$ cat src/design/tmtw_pkg.sv
// Shared types, constants and sequencer states for the text mode terminal writer.
// Depends on nothing; every other file of the block imports it.
package tmtw_pkg;

  // Screen geometry
  localparam int COLUMNS    = 80;
  localparam int ROWS       = 25;
  localparam int CELL_COUNT = ROWS * COLUMNS;

  localparam int COL_W  = $clog2(COLUMNS);
  localparam int ROW_W  = $clog2(ROWS);
  localparam int ADDR_W = $clog2(CELL_COUNT);
  localparam int POS_W  = 11;
  localparam int LIN_W  = (ADDR_W > POS_W) ? ADDR_W : POS_W;
  localparam int SUM_W  = LIN_W + 1;
  localparam int CELL_W = 16;

  // Character codes
  localparam logic [7:0] BLANK_CHAR     = 8'd32;
  localparam logic [7:0] LAST_PRINTABLE = 8'd126;
  localparam logic [7:0] CH_BS          = 8'd8;
  localparam logic [7:0] CH_TAB         = 8'd9;
  localparam logic [7:0] CH_LF          = 8'd10;
  localparam logic [7:0] CH_CR          = 8'd13;
  localparam int         TAB_STOP       = 4;

  // Function codes
  localparam logic [1:0] FUNC_PUT   = 2'd0;
  localparam logic [1:0] FUNC_READ  = 2'd1;
  localparam logic [1:0] FUNC_CLEAR = 2'd2;

  // Reset contents and configuration
  localparam logic [CELL_W-1:0] RESET_CELL       = 16'h0F20;
  localparam logic [7:0]        BLANK_ATTR_RESET = 8'h0F;
  localparam int                PADDR_W          = 3;
  localparam logic              REG_BLANK_ATTR   = 1'b0;

  typedef struct packed {
    logic [1:0]       func;
    logic [7:0]       char_code;
    logic [7:0]       attribute;
    logic [POS_W-1:0] read_position;
  } tmtw_in_t;

  typedef struct packed {
    logic [POS_W-1:0]  cursor_position;
    logic [CELL_W-1:0] cell_value;
    logic              scrolled;
  } tmtw_out_t;

  // Request from the sequencer to the address unit
  typedef struct packed {
    logic              valid;
    logic              wr;
    logic [ROW_W-1:0]  row;
    logic [LIN_W-1:0]  offset;
    logic [CELL_W-1:0] data;
  } tmtw_req_t;

  // Memory command from the address unit
  typedef struct packed {
    logic              valid;
    logic              wr;
    logic [ADDR_W-1:0] addr;
    logic [CELL_W-1:0] data;
  } tmtw_cmd_t;

  typedef enum logic [3:0] {
    ST_INIT,
    ST_IDLE,
    ST_DISPATCH,
    ST_PUT,
    ST_BS,
    ST_SCROLL_SETUP,
    ST_SCROLL,
    ST_CLEAR,
    ST_READ_REQ,
    ST_READ_WAIT,
    ST_READ_CAP,
    ST_POS,
    ST_DONE
  } tmtw_state_t;

endpackage

$ cat src/design/tmtw_addr_unit.sv
// Shared address unit: row times columns plus offset, rotated by the top-row base.
// Depends on tmtw_pkg; feeds tmtw_screen_mem and returns the linear position.
module tmtw_addr_unit (
  input  logic                        clk,
  input  logic                        rst,
  input  tmtw_pkg::tmtw_req_t         req,
  input  logic [tmtw_pkg::ADDR_W-1:0] top_base,
  output tmtw_pkg::tmtw_cmd_t         cmd,
  output logic [tmtw_pkg::LIN_W-1:0]  lin
);
  import tmtw_pkg::*;

  logic [SUM_W-1:0] prod;
  logic [SUM_W-1:0] base;
  logic [SUM_W-1:0] sum;
  logic [SUM_W-1:0] wrapped;

  // Multiply-add, then fold once into the store
  always_comb begin
    prod    = SUM_W'(req.row) * SUM_W'(COLUMNS);
    base    = prod + SUM_W'(req.offset);
    sum     = base + SUM_W'(top_base);
    wrapped = (sum >= SUM_W'(CELL_COUNT)) ? (sum - SUM_W'(CELL_COUNT)) : sum;
  end

  // Register the command and the linear position
  always_ff @(posedge clk) begin
    if (rst) begin
      cmd.valid <= 1'b0;
    end else begin
      cmd.valid <= req.valid;
    end
    cmd.wr   <= req.wr;
    cmd.addr <= wrapped[ADDR_W-1:0];
    cmd.data <= req.data;
    lin      <= base[LIN_W-1:0];
  end

endmodule

$ cat config.mk
export PLATFORM = sky130hd
export DESIGN_NAME = tmtw_addr_unit
export DESIGN_NICKNAME = d
export VERILOG_FILES = /design/src/design/tmtw_pkg.sv /design/src/design/tmtw_addr_unit.sv
export SDC_FILE = /design/constraint.sdc
export NUM_CORES = 1
export LEC_CHECK = 0
export BUFFER_PORTS_ARGS = -buffer_cell sky130_fd_sc_hd__buf_2
export CORE_AREA = 2 2 91 58
export CTS_CLUSTER_DIAMETER = 120
export DETAILED_ROUTE_END_ITERATION = 16
export DIE_AREA = 0 0 93 60
export GPL_ROUTABILITY_DRIVEN = 0
export MAX_ROUTING_LAYER = met4
export PLACE_DENSITY = 0.8
export SETUP_SLACK_MARGIN = 0.15
export SLEW_MARGIN = 15
export SYNTH_ARGS = -nofsm -noshare
export SYNTH_HDL_FRONTEND = slang
export SYNTH_SLANG_ARGS = --single-unit
$ cat constraint.sdc
create_clock -name clk -period 5.7 [get_ports clk]
set_input_delay 0.57 -clock clk [delete_from_list [all_inputs] [get_ports clk]]
set_output_delay 0.57 -clock clk [all_outputs]
set_load 0.02 [all_outputs]
==> metrics <==
status=complete, no violations; fin crit period=4170 ps; Cell Area, Synth=2190 µm²; routed wire length=4620 µm; LEAKAGE=1.37 nW; CP Max Fanout=6; Initial DRC Count=59; Detail Route Antenna Nets=0; drc violations=0; Port Buf Inserts=86; CTS Buf Count=5; number of synthesized flops with an enable pin=0; DRT Pass-1 Iters=4; Synth Instances=205; Tot GR Track Use=16.7%; final hold slack=380 ps; first-pass GRT wire length=7040 µm; Initial Util=45.6%; root buffer cell=clkbuf_8; Final Hold Vio Count=0; Worst EP arrival=4350 ps; vias per inst=5.02; CTS Sinks=40; Ports=87; layout cells sized above 1=37.9%; Synth Flop Type=dfxtp_1; setup bufs post-CTS=0; hold_buf cts=0; largest net degree at the start of global routing=14; P per Cell Area=441 nW/µm²; Post-Layout Cell Count=364; slew margin rel.=73.1%; Slew Viols, Final=0; ant diodes=0; Crit. End Element=register; Critical Path Max Stage Delay=480 ps; CTS Buffer Depth=2; critical path launch point type=primary input; Die Ht=60 µm; WP data required=5880 ps; H-tree levels=2; net count after synthesis=282; kind of critical path=primary input to register; setup violators final=0; Crit path top cell by count=ha_1; via count=1826; Worst Max-Slew Pin Slew=401 ps; core area=4800 µm²; Max Freq=0.240 GHz; Yosys cell types=54; Layout Nets=374; HPWL Detailed=3880 µm; Max VDD drop=184 µV; routed len/inst=12.7 µm; RSZ-0062 raised after global routing=no; row count=20; Final Cycle Share=73.2%; antenna violations before repair=0; CTS tree=built; area grow syn2layout=27.4%; max-cap violations=0; delay-heaviest family, CP=adder cells; CP Cell Sequence=buf_2, ha_1, ha_1, fa_1, ha_1, o211ai_1, o21ai_1, xor2_1, ha_1, o21ai_0, mux2i_1, a211o_2, nand4b_4, o21ai_4, mux2_4; synth warn=0; Die W=93 µm; Worst-path clk slew=80 ps; Critical path origin=req[28]; register area share after synthesis=36.6%; CP max-delay cell=fa_1; final setup TNS=0 ps; Post-CTS Resized=0; Post-synth ARST share=0%; grt total ovfl=0; syn avg cell area=10.7 µm²; Placed Cells=356; number of global-route vias before repair=1587; Die ar.=5580 µm²; hold_sp=req[7]; Hold Path Class=primary input to register; post-synthesis register bit count=40; critical path buffer and inverter count=1
-- final timing paths --
path,end,slack (ps),depth (start not counted)
max,cmd[21],1530,15
min,cmd[7],380,1
-- Yosys cell counts, drive strengths merged (4+ instances only) --
cell type   n  share of area, %
nand2b      4               1.1
inv         8               1.4
nand2       8               1.4
a211oi      4               1.8
nor2        9               1.5
nor2b       4               1.1
xor2        5               2.0
nand3       7               1.6
a21o        7               2.4
dfxtp      40                37
xnor2      10               5.2
ha         27                15
a21oi      13               3.1
o21ai      14               3.7
-- per-stage QoR --
step | utilization, % | area [µm²] | power, mW | setup slack [ps]
2_1_floorplan | - | 2190 | 0.883 | 1680
3_3_place_gp | 56.0 | 2690 | 1.02 | 1390
3_5_place_dp | 56.0 | 2690 | 1.03 | 1240
4_1_cts | 58.1 | 2790 | 1.23 | 1550
5_1_grt | 58.1 | 2790 | 1.31 | 1340
6_report | 58.1 | 2790 | 1.23 | 1530
-- flip-flops by register name, indices dropped and copies added, names as in the netlist --
name,cells
cmd,29
lin,11
-- logic make-up after synthesis --
group	synth area share, %
AOI/OAI and AO/OA	20.3
xor gates and xnor gates	7.20
adders and majority gates	18.2
buffers and inverters	1.88
DFF	36.6
muxes	1.60
and+or+nand+nor	14.3
-- metal layers --
layer	share of wire, %	wire (µm)	GRT usage (%)
met1	50	2290	21.7
met2	41	1910	24.9
met3	7.8	358	5.30
met4	1.2	54	5.25
met5	0	0	-
-- cells in the final DEF, fill, tap and decap left out, types with 4 or more instances in the layout --
cell,Yosys,final
a21o_1,7,7
a21oi_1,12,12
buf_2,0,86
clkbuf_8,0,6
dfxtp_1,40,40
ha_1,27,27
inv_1,8,8
nand2_1,8,8
nand2b_1,4,4
nand3_1,7,7
nor2_1,9,9
nor2b_1,4,4
o21ai_0,10,10
xnor2_1,8,8
xor2_1,5,5
-- power breakdown --
part           switching (mW)  leakage, nW  internal [mW]
clock                  0.0998       0.0434         0.0979
combinational           0.390        0.992          0.290
sequential             0.0144        0.337          0.338
-- cell type report --
cell class              instances  area, µm²
repair buffers                 86        430
flip-flops and latches         40        801
inverters                       8       30.0
clock inverters                 2       15.0
multi-input cells             156       1350
fillers                       449       2010
well taps                      66       82.6
clock buffers                   6       82.6
Note: power is estimated with default switching activity, not from simulation.
