**src/design/tmtw_pkg.sv**
```systemverilog
// Shared types, constants and sequencer states for the text mode terminal writer.
// Depends on nothing; every other file of the block imports it.
package tmtw_pkg;

  // Screen geometry
  localparam int COLUMNS    = 80;
  localparam int ROWS       = 25;
  localparam int CELL_COUNT = ROWS * COLUMNS;

  localparam int COL_W  = $clog2(COLUMNS);
  localparam int ROW_W  = $clog2(ROWS);
  localparam int ADDR_W = $clog2(CELL_COUNT);
  localparam int POS_W  = 11;
  localparam int LIN_W  = (ADDR_W > POS_W) ? ADDR_W : POS_W;
  localparam int SUM_W  = LIN_W + 1;
  localparam int CELL_W = 16;

  // Character codes
  localparam logic [7:0] BLANK_CHAR     = 8'd32;
  localparam logic [7:0] LAST_PRINTABLE = 8'd126;
  localparam logic [7:0] CH_BS          = 8'd8;
  localparam logic [7:0] CH_TAB         = 8'd9;
  localparam logic [7:0] CH_LF          = 8'd10;
  localparam logic [7:0] CH_CR          = 8'd13;
  localparam int         TAB_STOP       = 4;

  // Function codes
  localparam logic [1:0] FUNC_PUT   = 2'd0;
  localparam logic [1:0] FUNC_READ  = 2'd1;
  localparam logic [1:0] FUNC_CLEAR = 2'd2;

  // Reset contents and configuration
  localparam logic [CELL_W-1:0] RESET_CELL       = 16'h0F20;
  localparam logic [7:0]        BLANK_ATTR_RESET = 8'h0F;
  localparam int                PADDR_W          = 3;
  localparam logic              REG_BLANK_ATTR   = 1'b0;

  typedef struct packed {
    logic [1:0]       func;
    logic [7:0]       char_code;
    logic [7:0]       attribute;
    logic [POS_W-1:0] read_position;
  } tmtw_in_t;

  typedef struct packed {
    logic [POS_W-1:0]  cursor_position;
    logic [CELL_W-1:0] cell_value;
    logic              scrolled;
  } tmtw_out_t;

  // Request from the sequencer to the address unit
  typedef struct packed {
    logic              valid;
    logic              wr;
    logic [ROW_W-1:0]  row;
    logic [LIN_W-1:0]  offset;
    logic [CELL_W-1:0] data;
  } tmtw_req_t;

  // Memory command from the address unit
  typedef struct packed {
    logic              valid;
    logic              wr;
    logic [ADDR_W-1:0] addr;
    logic [CELL_W-1:0] data;
  } tmtw_cmd_t;

  typedef enum logic [3:0] {
    ST_INIT,
    ST_IDLE,
    ST_DISPATCH,
    ST_PUT,
    ST_BS,
    ST_SCROLL_SETUP,
    ST_SCROLL,
    ST_CLEAR,
    ST_READ_REQ,
    ST_READ_WAIT,
    ST_READ_CAP,
    ST_POS,
    ST_DONE
  } tmtw_state_t;

endpackage

```
**src/design/tmtw_seq.sv**
```systemverilog
// Sequencer: decodes items, steps the cursor, and drives sweeps through the address unit.
// Depends on tmtw_pkg for types, constants and states.
module tmtw_seq (
  input  logic                        clk,
  input  logic                        rst,
  input  logic                        start,
  input  tmtw_pkg::tmtw_in_t          item,
  input  logic [7:0]                  blank_attr,
  input  logic [tmtw_pkg::LIN_W-1:0]  lin,
  input  logic [tmtw_pkg::CELL_W-1:0] rdata,
  output logic                        busy,
  output logic                        done,
  output tmtw_pkg::tmtw_out_t         result,
  output tmtw_pkg::tmtw_req_t         req,
  output logic [tmtw_pkg::ADDR_W-1:0] top_base
);
  import tmtw_pkg::*;

  tmtw_state_t       state, state_next;
  tmtw_in_t          cur, cur_next;
  logic [COL_W-1:0]  col, col_next;
  logic [ROW_W-1:0]  row, row_next;
  logic [ROW_W-1:0]  top, top_next;
  logic [ADDR_W-1:0] top_base_next;
  logic [ADDR_W-1:0] cnt, cnt_next;
  logic [CELL_W-1:0] cell_val, cell_val_next;
  logic              scrolled, scrolled_next;

  logic              col_last;
  logic              row_last;
  logic              cnt_cells_end;
  logic              cnt_row_end;
  logic              is_tab;
  logic              printable;
  logic [COL_W-1:0]  col_inc;
  logic              tab_more;

  // Decode helpers
  always_comb begin
    col_last      = (col == COL_W'(COLUMNS - 1));
    row_last      = (row == ROW_W'(ROWS - 1));
    cnt_cells_end = (cnt == ADDR_W'(CELL_COUNT - 1));
    cnt_row_end   = (cnt == ADDR_W'(COLUMNS - 1));
    is_tab        = (cur.char_code == CH_TAB);
    printable     = (cur.char_code >= BLANK_CHAR) && (cur.char_code <= LAST_PRINTABLE);
    col_inc       = col + COL_W'(1);
    tab_more      = is_tab && !col_last && ((col_inc & COL_W'(TAB_STOP - 1)) != '0);
  end

  // Next state
  always_comb begin
    state_next = state;
    unique case (state)
      ST_INIT: begin
        if (cnt_cells_end) state_next = ST_IDLE;
      end
      ST_IDLE: begin
        if (start) state_next = ST_DISPATCH;
      end
      ST_DISPATCH: begin
        priority if (cur.func == FUNC_PUT) begin
          priority if (cur.char_code == CH_LF) begin
            state_next = row_last ? ST_SCROLL_SETUP : ST_POS;
          end else if (cur.char_code == CH_TAB || printable) begin
            state_next = ST_PUT;
          end else if (cur.char_code == CH_BS && col != '0) begin
            state_next = ST_BS;
          end else begin
            state_next = ST_POS;
          end
        end else if (cur.func == FUNC_READ) begin
          state_next = (32'(cur.read_position) < CELL_COUNT) ? ST_READ_REQ : ST_POS;
        end else if (cur.func == FUNC_CLEAR) begin
          state_next = ST_CLEAR;
        end else begin
          state_next = ST_POS;
        end
      end
      ST_PUT: begin
        priority if (col_last && row_last) state_next = ST_SCROLL_SETUP;
        else if (tab_more)                 state_next = ST_PUT;
        else                               state_next = ST_POS;
      end
      ST_BS:           state_next = ST_POS;
      ST_SCROLL_SETUP: state_next = ST_SCROLL;
      ST_SCROLL: begin
        if (cnt_row_end) state_next = ST_POS;
      end
      ST_CLEAR: begin
        if (cnt_cells_end) state_next = ST_POS;
      end
      ST_READ_REQ:  state_next = ST_READ_WAIT;
      ST_READ_WAIT: state_next = ST_READ_CAP;
      ST_READ_CAP:  state_next = ST_POS;
      ST_POS:       state_next = ST_DONE;
      ST_DONE:      state_next = ST_IDLE;
      default:      state_next = ST_IDLE;
    endcase
  end

  // Outputs: store requests, handshake and result
  always_comb begin
    req.valid  = 1'b0;
    req.wr     = 1'b1;
    req.row    = row;
    req.offset = LIN_W'(col);
    req.data   = {cur.attribute, BLANK_CHAR};
    unique case (state)
      ST_INIT: begin
        req.valid  = 1'b1;
        req.row    = '0;
        req.offset = LIN_W'(cnt);
        req.data   = RESET_CELL;
      end
      ST_PUT: begin
        req.valid = 1'b1;
        req.data  = is_tab ? {cur.attribute, BLANK_CHAR} : {cur.attribute, cur.char_code};
      end
      ST_BS: begin
        req.valid = 1'b1;
      end
      ST_SCROLL: begin
        req.valid  = 1'b1;
        req.row    = ROW_W'(ROWS - 1);
        req.offset = LIN_W'(cnt);
        req.data   = {blank_attr, BLANK_CHAR};
      end
      ST_CLEAR: begin
        req.valid  = 1'b1;
        req.row    = '0;
        req.offset = LIN_W'(cnt);
        req.data   = {blank_attr, BLANK_CHAR};
      end
      ST_READ_REQ: begin
        req.valid  = 1'b1;
        req.wr     = 1'b0;
        req.row    = '0;
        req.offset = LIN_W'(cur.read_position);
      end
      default: begin
        req.valid = 1'b0;
      end
    endcase
    busy                   = (state != ST_IDLE);
    done                   = (state == ST_DONE);
    result.cursor_position = lin[POS_W-1:0];
    result.cell_value      = cell_val;
    result.scrolled        = scrolled;
  end

  // Datapath next values
  always_comb begin
    cur_next      = cur;
    col_next      = col;
    row_next      = row;
    top_next      = top;
    top_base_next = top_base;
    cnt_next      = cnt;
    cell_val_next = cell_val;
    scrolled_next = scrolled;
    unique case (state)
      ST_INIT, ST_SCROLL, ST_CLEAR: begin
        cnt_next = cnt + ADDR_W'(1);
      end
      ST_IDLE: begin
        if (start) begin
          cur_next      = item;
          cell_val_next = '0;
          scrolled_next = 1'b0;
        end
      end
      ST_DISPATCH: begin
        priority if (cur.func == FUNC_PUT) begin
          priority if (cur.char_code == CH_LF) begin
            col_next = '0;
            if (!row_last) row_next = row + ROW_W'(1);
          end else if (cur.char_code == CH_CR) begin
            col_next = '0;
          end else if (cur.char_code == CH_BS && col != '0) begin
            col_next = col - COL_W'(1);
          end else begin
            col_next = col;
          end
        end else if (cur.func == FUNC_CLEAR) begin
          col_next      = '0;
          row_next      = '0;
          top_next      = '0;
          top_base_next = '0;
          cnt_next      = '0;
        end else begin
          col_next = col;
        end
      end
      ST_PUT: begin
        if (col_last) begin
          col_next = '0;
          if (!row_last) row_next = row + ROW_W'(1);
        end else begin
          col_next = col_inc;
        end
      end
      ST_SCROLL_SETUP: begin
        top_next      = (top == ROW_W'(ROWS - 1)) ? '0 : top + ROW_W'(1);
        top_base_next = (top_base == ADDR_W'(CELL_COUNT - COLUMNS)) ? '0 :
                        top_base + ADDR_W'(COLUMNS);
        cnt_next      = '0;
        scrolled_next = 1'b1;
      end
      ST_READ_CAP: begin
        cell_val_next = rdata;
      end
      default: begin
        cnt_next = cnt;
      end
    endcase
  end

  // Hold and advance registers
  always_ff @(posedge clk) begin
    if (rst) begin
      state    <= ST_INIT;
      col      <= '0;
      row      <= '0;
      top      <= '0;
      top_base <= '0;
      cnt      <= '0;
      scrolled <= 1'b0;
    end else begin
      state    <= state_next;
      col      <= col_next;
      row      <= row_next;
      top      <= top_next;
      top_base <= top_base_next;
      cnt      <= cnt_next;
      scrolled <= scrolled_next;
    end
    cur      <= cur_next;
    cell_val <= cell_val_next;
  end

`ifndef SYNTHESIS
  a_done_single: assert property (@(posedge clk) disable iff (rst) done |=> !done)
    else $error("done held for more than one cycle");
  a_accept_busy: assert property (@(posedge clk) disable iff (rst)
    (start && !busy) |=> busy)
    else $error("request accepted but sequencer not busy");
  a_col_range: assert property (@(posedge clk) disable iff (rst)
    col <= COL_W'(COLUMNS - 1))
    else $error("cursor column past row end");
  a_row_range: assert property (@(posedge clk) disable iff (rst)
    row <= ROW_W'(ROWS - 1))
    else $error("cursor row past last row");
  a_top_base: assert property (@(posedge clk) disable iff (rst)
    top_base == ADDR_W'(32'(top) * COLUMNS))
    else $error("top-row base out of step with top-row offset");
  a_scroll_row: assert property (@(posedge clk) disable iff (rst)
    (done && result.scrolled) |-> row_last)
    else $error("scroll did not leave cursor on last row");
`endif

endmodule

```
**config.mk**
```make
export PLATFORM = sky130hd
export DESIGN_NAME = tmtw_seq
export DESIGN_NICKNAME = d
export VERILOG_FILES = /design/src/design/tmtw_pkg.sv /design/src/design/tmtw_seq.sv
export SDC_FILE = /design/constraint.sdc
export NUM_CORES = 1
export LEC_CHECK = 0
export BUFFER_PORTS_ARGS = -buffer_cell sky130_fd_sc_hd__buf_2
export CAP_MARGIN = 10
export CORE_MARGIN = 5
export CORE_UTILIZATION = 35
export CTS_CLUSTER_DIAMETER = 50
export DETAILED_ROUTE_END_ITERATION = 8
export GPL_TIMING_DRIVEN = 1
export PLACE_DENSITY_LB_ADDON = 0.15
export SLEW_MARGIN = 40
export SYNTH_ARGS = -nofsm -noshare
export SYNTH_HDL_FRONTEND = slang
export SYNTH_SLANG_ARGS = --single-unit
```
**constraint.sdc**
```tcl
create_clock -name clk -period 3.7 [get_ports clk]
set_input_delay 0.37 -clock clk [delete_from_list [all_inputs] [get_ports clk]]
set_output_delay 0.37 -clock clk [all_outputs]
set_load 0.005 [all_outputs]
```
==> metrics.cfg, run 1 <==
[timing]
whs_ns=0.2005
tightest_slew_ns=0.7367
finalCritPeriodShare_pct=82.21
finalMaxSlewViolations=0
fmax_mhz=328.8
finalClockSkew_ns=0.006306
slew_headroom_pct=50.89
hold_viol=0
setup-tns-final_ns=0
timing.final.crit_period_ns=3.042
rsz0062_at_grt=no
setup_viol=0

[worst_hold_path]
hold_class=in -> reg

[detailed_routing]
ant_nets=0
first_pass_iters=5
wl_um=12560
wl_per_cell_um=16.44
first_iter_violations=327
avgViaCountPerCell=5.284
num_vias=4037
drc=0

[synthesis]
synth-seq-area-share_pct=45.67
async_reset_ff_share_pct=0
avgSynthCellArea_um2=9.170
synth_cells=490
synth-edff-count=45
netlist_area_mm2=0.004493
yosys-top-cells-area=edfxtp_1 (30%), dfxtp_1 (16%), and2_1 (3.9%), a21oi_1 (3.8%), nor2_1 (3.8%)
ys_types=63
yosysWarnings=0
synth_top_area_cell=edfxtp_1
ys_ff_latch=80
ys.flop_type=edfxtp_1
synth_largest_type_area_fraction_pct=30.08

[layout]
layout-area-overhead-vs-synth_pct=20.97
final_common_cell=buf_2
drive_above_1_share_pct=25.84
num_antenna_cells=0
final_cell_mix=buf_2 (115), nor2_1 (45), edfxtp_1 (45)
final_nets=661
post-route-util_pct=43.07

[setup_path]
worstSetupPathType=reg -> out
endpoint_kind=output port
cp_data_required_time_ns=3.33
path_max_fanout=26
arrival_ns=2.67
critPathLaunchType=flop

[grt]
antenna_found_initial=0
grt_pass1_wl_um=19310
grt_max_degree=31
grt_use_total_pct=16.52
grt_pass1_vias=3823
grt_overflow_total=0

[clocking]
clockBufferDepth=2
post_cts_buffers=0
hold_buffers=0
cts_inserted_buffers=9
clockRootBuffer=clkbuf_16
ctsResizeCount=0
cts_tree=done
clock-sinks=80
h-tree-depth=3
clk_pin_slew_ns=0.06
clk_latency_ns=0.34

[pwr]
ir_drop_mv=0.3029
p_leak_nw=2.078
power_density_mw_per_mm2=338.9

[die]
die_x_um=123.3
die_area_mm2=0.01520
start_util_pct=35.60
num_rows=41
fp.dieH_um=123.3
core_region_area_mm2=0.01262
io_pins=142

[place]
port_buffers=115
routabilityCongestion=0.8326
hpwl_um=9408

[run]
max_cap_violations=0

[status]
status=finished clean

==> critical path, stage by stage (launching register included) <==
cell	delay (ns)
dfxtp_1	0.54
or3_1	0.54
a21oi_1	0.61
nor2_1	0.27
nand2_1	0.15
nand2_1	0.08
buf_2	0.14
==> Yosys cell counts, types with 11 or more instances <==
cell type   n
a21oi_1    34
and2_1     28
buf_4      16
clkbuf_1   16
dfxtp_1    35
edfxtp_1   45
inv_1      21
nand2_1    36
nor2_1     45
nor3_1     17
o21ai_0    27
or3_1      11
==> logic make-up (layout without fill, tap and decap cells) <==
logic type               after synthesis  in the layout  share of synthesized area [%]
flip-flops                            80             80                          45.67
buffers and inverters                 60            159                          6.488
AO/OA/AOI/OAI                        130            130                          19.60
multiplexers                           3              3                         0.6684
other                                  1              4                        0.08346
XOR/XNOR                              10             10                          1.949
adder cells (fa/ha/maj)                7              7                          1.949
AND/OR/NAND/NOR                      199            199                          23.59
==> state kept, by name, indices dropped and copies added, names as in the netlist <==
name      flops
cur          29
cell_val     16
cnt          11
col           7
top_base      7
row           5
state         4
scrolled      1
==> path summary, 6_finish.rpt <==
kind                            startpoint        to  slack [ns]  cells after the start
worst max-delay path              state[1]   req[16]        0.66                      6
worst min-delay path              item[10]   cur[10]        0.20                      1
worst max register to register    state[1]    col[2]        1.08                      5
worst min register to register    scrolled  scrolled        0.51                      2
==> cell type report <==
cell class	count	area, um^2
sequential	80	2052
timing repair buffer	121	620.6
multi-input combinational	353	2178
fill	1282	7184
clock inverter	4	30.03
tap	172	215.2
inverter	22	82.58
clock buffer	12	256.5
==> report_power, final <==
group / internal (mW) / leakage (nW) / switching (mW)
clock network: 0.491 / 0.127 / 0.360
registers: 0.937 / 0.661 / 0.00349
logic: 0.0283 / 1.29 / 0.0221
==> layer usage <==
metal | vias up | GRT usage (%) | wire length, um
met5 | - | 0 | 0
met4 | 0 | 5.121 | 178
met3 | 15 | 4.712 | 785
met2 | 132 | 26.61 | 6096
met1 | 1905 | 21.54 | 5502
li1 | 1985 | - | -
==> metrics by stage <==
step                      total power [mW]  cells  area [um^2]  setup slack [ns]
final                                1.842    764         5435            0.6582
after global routing                 1.906    764         5435            0.4213
after CTS                            1.867    764         5418            0.6730
after detailed placement             1.010    748         5131             1.060
after global placement               1.010    748         5131             1.144
after floorplan                     0.9885    493         4504             1.513
Power figures use the tool's default switching activity.
==> inputs of run 2 (changes only) <==
==> constraint.sdc (replaced) <==
create_clock -name clk -period 2.87 [get_ports clk]
set_input_delay 0.287 -clock clk [delete_from_list [all_inputs] [get_ports clk]]
set_output_delay 0.287 -clock clk [all_outputs]
set_load 0.005 [all_outputs]
==> metrics.cfg, run 2 (synthesis results as in run 1) <==
[layout]
layout-area-overhead-vs-synth_pct=22.25
largest_reg_flops=29  ; unchanged
drive_above_1_share_pct=26.38  ; +0.53 points
final_common_cell=buf_2
num_antenna_cells=0  ; unchanged
top_register=cur
final_nets=668  ; +1.1%
fill_cells=1307  ; +2.0%
final_cell_mix=buf_2 (115), nor2_1 (45), edfxtp_1 (45)
top_regs=cur: 29 flops, cell_val: 16 flops, cnt: 11 flops

[die]
die_x_um=123.3  ; unchanged
die_area_mm2=0.01520  ; unchanged
start_util_pct=35.60  ; unchanged
fp.dieH_um=123.3  ; unchanged
io_pins=142  ; unchanged
core_region_area_mm2=0.01262  ; unchanged
num_rows=41  ; unchanged

[detailed_routing]
num_vias=4046  ; +0.22%
wl_met3_um=672  ; -14%
ant_nets=0  ; unchanged
drc=0  ; unchanged
avgViaCountPerCell=5.248  ; -0.69%
wl_per_cell_um=16.39  ; -0.31%
route.met2.wl_um=6158  ; +1.0%
wl_met1_um=5543  ; +0.75%
wl_um=12640  ; +0.60%
first_iter_violations=257  ; -21%
first_pass_iters=4  ; -1
top_layer=met4

[timing]
slew_headroom_pct=54.88  ; +4.0 points
rsz0062_at_grt=no
finalCritPeriodShare_pct=89.15
setup_viol=0  ; unchanged
hold_viol=0  ; unchanged
fmax_mhz=390.9
whs_ns=0.1163  ; -0.08419 ns
timing.final.crit_period_ns=2.558
finalClockSkew_ns=0.005526  ; -0.0007805 ns
fin_ws_ns=0.3115  ; -0.3467 ns
setup-tns-final_ns=0  ; unchanged
finalMaxSlewViolations=0  ; unchanged
tightest_slew_ns=0.6597  ; -0.07702 ns

[clocking]
h-tree-depth=3  ; unchanged
cts_inserted_buffers=9  ; unchanged
cts_tree=done
clk_pin_slew_ns=0.07  ; about the same
clk_latency_ns=0.34  ; about the same
clock-sinks=80  ; unchanged
post_cts_buffers=0  ; unchanged
clockRootBuffer=clkbuf_16
hold_buffers=0  ; unchanged
clockBufferDepth=2  ; unchanged
ctsResizeCount=0  ; unchanged

[place]
hpwl_um=9472  ; +0.69%
routabilityCongestion=0.8776  ; +5.4%
port_buffers=115  ; unchanged
dpl_worst_slack_ns=0.5700  ; -0.4896 ns

[setup_path]
r2r_slack_ns=0.52  ; -0.56 ns
critPathLaunchType=flop
path_max_fanout=17  ; -35%
arrival_ns=2.27  ; -0.40 ns
cp_data_required_time_ns=2.58  ; -0.75 ns
endpoint_kind=output port
worstSetupPathType=reg -> out

[pwr]
ir_drop_mv=0.3296  ; +8.8%
power_density_mw_per_mm2=450.2  ; +33%
p_leak_nw=2.127  ; +2.3%
finalPower_mw=2.473  ; +34%

[status]
status=finished clean

[grt]
antenna_found_initial=0  ; unchanged
grt_pass1_vias=3885  ; +1.6%
grt_overflow_total=0  ; unchanged
grt_max_degree=30  ; -3.2%
grt_pass1_wl_um=19400  ; +0.50%
grt_use_total_pct=16.47  ; -0.055 points

[run]
max_cap_violations=0  ; unchanged

[worst_hold_path]
hold_class=in -> reg

-- run 2: cell types whose count changed in the layout (fill, tap and decap cells not counted), sizes merged --
| cell | change |
|---|---|
| clkbuf | -3 |
| clkinvlp | -2 |
| buf | +7 |
| inv | +3 |
| clkinv | +1 |
| bufinv | +1 |
-- run 2: path summary, 6_finish.rpt --
path | startpoint | endpoint | cells after the start
setup / recovery | state[1] | req[16] | 7
hold reg to reg | scrolled | scrolled | 2
hold / removal | item[16] | cur[16] | 1
setup reg to reg | state[0] | row[2] | 5
-- run 2: cell type report --
| class | count | area, um^2 | share of cell area, % |
|---|---|---|---|
| Multi-Input combinational cell | 353 | 2167 | 39.45 |
| Sequential cell | 80 | 2052 | 37.36 |
| Timing Repair Buffer | 128 | 673.1 | 12.26 |
| Clock buffer | 9 | 225.2 | 4.100 |
| Tap cell | 172 | 215.2 | 3.918 |
| Inverter | 22 | 82.58 | 1.503 |
| Clock inverter | 7 | 77.57 | 1.412 |
-- run 2: layer usage --
metal / track usage, % / vias up
met2: 26.27 / 122
met1: 21.80 / 1915
met5: 0 / -
met3: 3.339 / 20
li1: - / 1989
met4: 6.851 / 0
-- run 2: where the power goes --
group	switching [mW]	total, mW	internal, mW
Combinational	0.0297	0.0663	0.0366
Sequential	0.00426	1.21	1.21
Clock	0.511	1.19	0.684
-- run 2: critical path, cell delays in order, from the launching register on --
cell and delay, ns:
dfxtp_1 0.40, buf_4 0.23, or3_1 0.46, a21oi_1 0.30
buf_4 0.25, a22oi_1 0.09, nand2_1 0.09, buf_2 0.12
-- run 2: per-stage QoR --
| stage | utilization, % | area [um^2] | cells |
|---|---|---|---|
| after CTS | 43.48 | 5487 | 771 |
| after global routing | 43.53 | 5493 | 771 |
| final | 43.53 | 5493 | 771 |
| after detailed placement | 41.08 | 5184 | 755 |
| after floorplan | - | 4504 | 493 |
| after global placement | 41.08 | 5184 | 755 |
==> inputs of run 3 (changes only) <==
==> constraint.sdc (replaced) <==
create_clock -name clk -period 2.87 [get_ports clk]
set_input_delay 0.287 -clock clk [delete_from_list [all_inputs] [get_ports clk]]
set_output_delay 0.287 -clock clk [all_outputs]
set_load 0.02 [all_outputs]
==> metrics.cfg, run 3 (synthesis results as in run 1) <==
[status]
status=finished clean

[grt]
grt_use_total_pct=16.50  ; +0.029 points
grt_pass1_wl_um=19270  ; -0.68%
grt_max_degree=30  ; unchanged
grt_pass1_vias=3944  ; +1.5%
antenna_found_initial=0  ; unchanged
grt_overflow_total=0  ; unchanged

[setup_path]
timing.rr.end=row[2]
worstSetupPathType=reg -> out
endpoint_kind=output port
rr_startpoint=state[0]
cp_data_required_time_ns=2.58  ; about the same
r2r_slack_ns=0.56  ; +0.04 ns
crit_start=state[1]
crit_end=req[17]
r2r_cells=5  ; unchanged
arrival_ns=2.31  ; +0.04 ns
critPathLaunchType=flop
path_max_fanout=16  ; -1

[die]
start_util_pct=35.60  ; unchanged
num_rows=41  ; unchanged
die_x_um=123.3  ; unchanged
core_region_area_mm2=0.01262  ; unchanged
die_area_mm2=0.01520  ; unchanged
fp.dieH_um=123.3  ; unchanged
io_pins=142  ; unchanged

[detailed_routing]
drc=0  ; unchanged
wl_per_cell_um=16.20  ; -1.2%
ant_nets=0  ; unchanged
avgViaCountPerCell=5.249  ; about the same
first_pass_iters=5  ; +1
first_iter_violations=170  ; -34%
wl_um=12510  ; -1.0%
num_vias=4052  ; +0.15%

[place]
hpwl_um=9470  ; about the same
port_buffers=115  ; unchanged
routabilityCongestion=0.9124  ; +4.0%
dpl_cell_area_mm2=0.005191  ; +0.14%

[clocking]
clk_pin_slew_ns=0.06  ; about the same
clockBufferDepth=2  ; unchanged
h-tree-depth=3  ; unchanged
clk_latency_ns=0.35  ; about the same
ctsResizeCount=0  ; unchanged
clockRootBuffer=clkbuf_16
cts_tree=done
post_cts_buffers=0  ; unchanged
hold_buffers=0  ; unchanged
cts_inserted_buffers=9  ; unchanged
clock-sinks=80  ; unchanged

[timing]
fmax_mhz=385.1  ; -1.5%
hold_viol=0  ; unchanged
timing.final.crit_period_ns=2.597  ; +0.03810 ns
setup_viol=0  ; unchanged
finalCritPeriodShare_pct=90.47  ; +1.3 points
finalMaxSlewViolations=0  ; unchanged
rsz0062_at_grt=no
tightest_slew_ns=0.6799  ; +0.02022 ns
slew_headroom_pct=53.50  ; -1.4 points
setup-tns-final_ns=0  ; unchanged
finalClockSkew_ns=0.01248  ; +0.006953 ns

[layout]
largest_reg_flops=29  ; unchanged
final_nets=669  ; +0.15%
drive_above_1_share_pct=26.17  ; -0.21 points
fin_area_mm2=0.005488  ; about the same
top_regs=cur: 29 flops, cell_val: 16 flops, cnt: 11 flops
final_common_cell=buf_2
top_register=cur
layout-area-overhead-vs-synth_pct=22.14  ; about the same
num_antenna_cells=0  ; unchanged
post-route-util_pct=43.49  ; about the same
final_cell_mix=buf_2 (115), nor2_1 (45), edfxtp_1 (45)

[worst_hold_path]
hold_class=in -> reg

[pwr]
p_leak_nw=2.122  ; -0.21%
ir_drop_mv=0.3447  ; +4.6%
power_density_mw_per_mm2=440.4  ; -2.2%

[run]
max_cap_violations=0  ; unchanged

-- run 3: cell count changes in the layout (fill, tap and decap cells not counted) --
cell / delta
inv_8: -1
clkbuf_1: +2
buf_4: +1
clkinv_4: +1
inv_6: -2
-- run 3: metrics by stage --
step | hold slack [ns] | power [mW] | std cells | worst slack, ns
2_1_floorplan | 0.3859 | 1.292 | 493 | 0.6830
3_3_place_gp | 0.4633 | 1.310 | 756 | 0.6060
3_5_place_dp | 0.4651 | 1.312 | 756 | 0.5779
4_1_cts | 0.1009 | 2.457 | 772 | 0.2855
5_1_grt | 0.09464 | 2.512 | 772 | 0.1035
6_report | 0.1125 | 2.417 | 772 | 0.2734
-- run 3: worst min-delay path by stage --
stage / start / end / slack (ns) / cells past startpoint
floorplan: item[0] / cur[0] / 0.39 / 0
global placement: item[27] / cur[27] / 0.46 / 1
detailed placement: item[27] / cur[27] / 0.47 / 1
CTS: item[7] / cur[7] / 0.10 / 1
global route: item[9] / cur[9] / 0.09 / 1
finish: item[16] / cur[16] / 0.11 / 1
-- run 3: routing by layer --
layer | track usage [%] | vias up | part of all wire [%]
met5 | 0 | - | 0
met2 | 26.74 | 137 | 49
met3 | 4.895 | 16 | 6.6
met1 | 20.94 | 1904 | 43
li1 | - | 1995 | -
met4 | 5.813 | 0 | 1.5
-- run 3: critical path: stages (launching register included) --
cell	delay [ns]
dfxtp_1	0.57
buf_4	0.26
nand2b_1	0.16
nor2_1	0.05
buf_4	0.19
nor2_1	0.33
nand2_1	0.14
nand2_1	0.09
buf_2	0.16
-- run 3: layout make-up --
class                   instances  area [um^2]
fillers                      1307         7132
multi-input cells             353         2167
flip-flops and latches         80         2052
repair buffers                129        680.7
clock buffers                  11        232.7
well taps                     172        215.2
inverters                      22        82.58
clock inverters                 5        57.56
-- run 3: report_power, final --
group	switching [mW]	internal (mW)	total, mW
combinational	0.0367	0.0367	0.0734
sequential	0.00434	1.21	1.21
clock	0.458	0.672	1.13
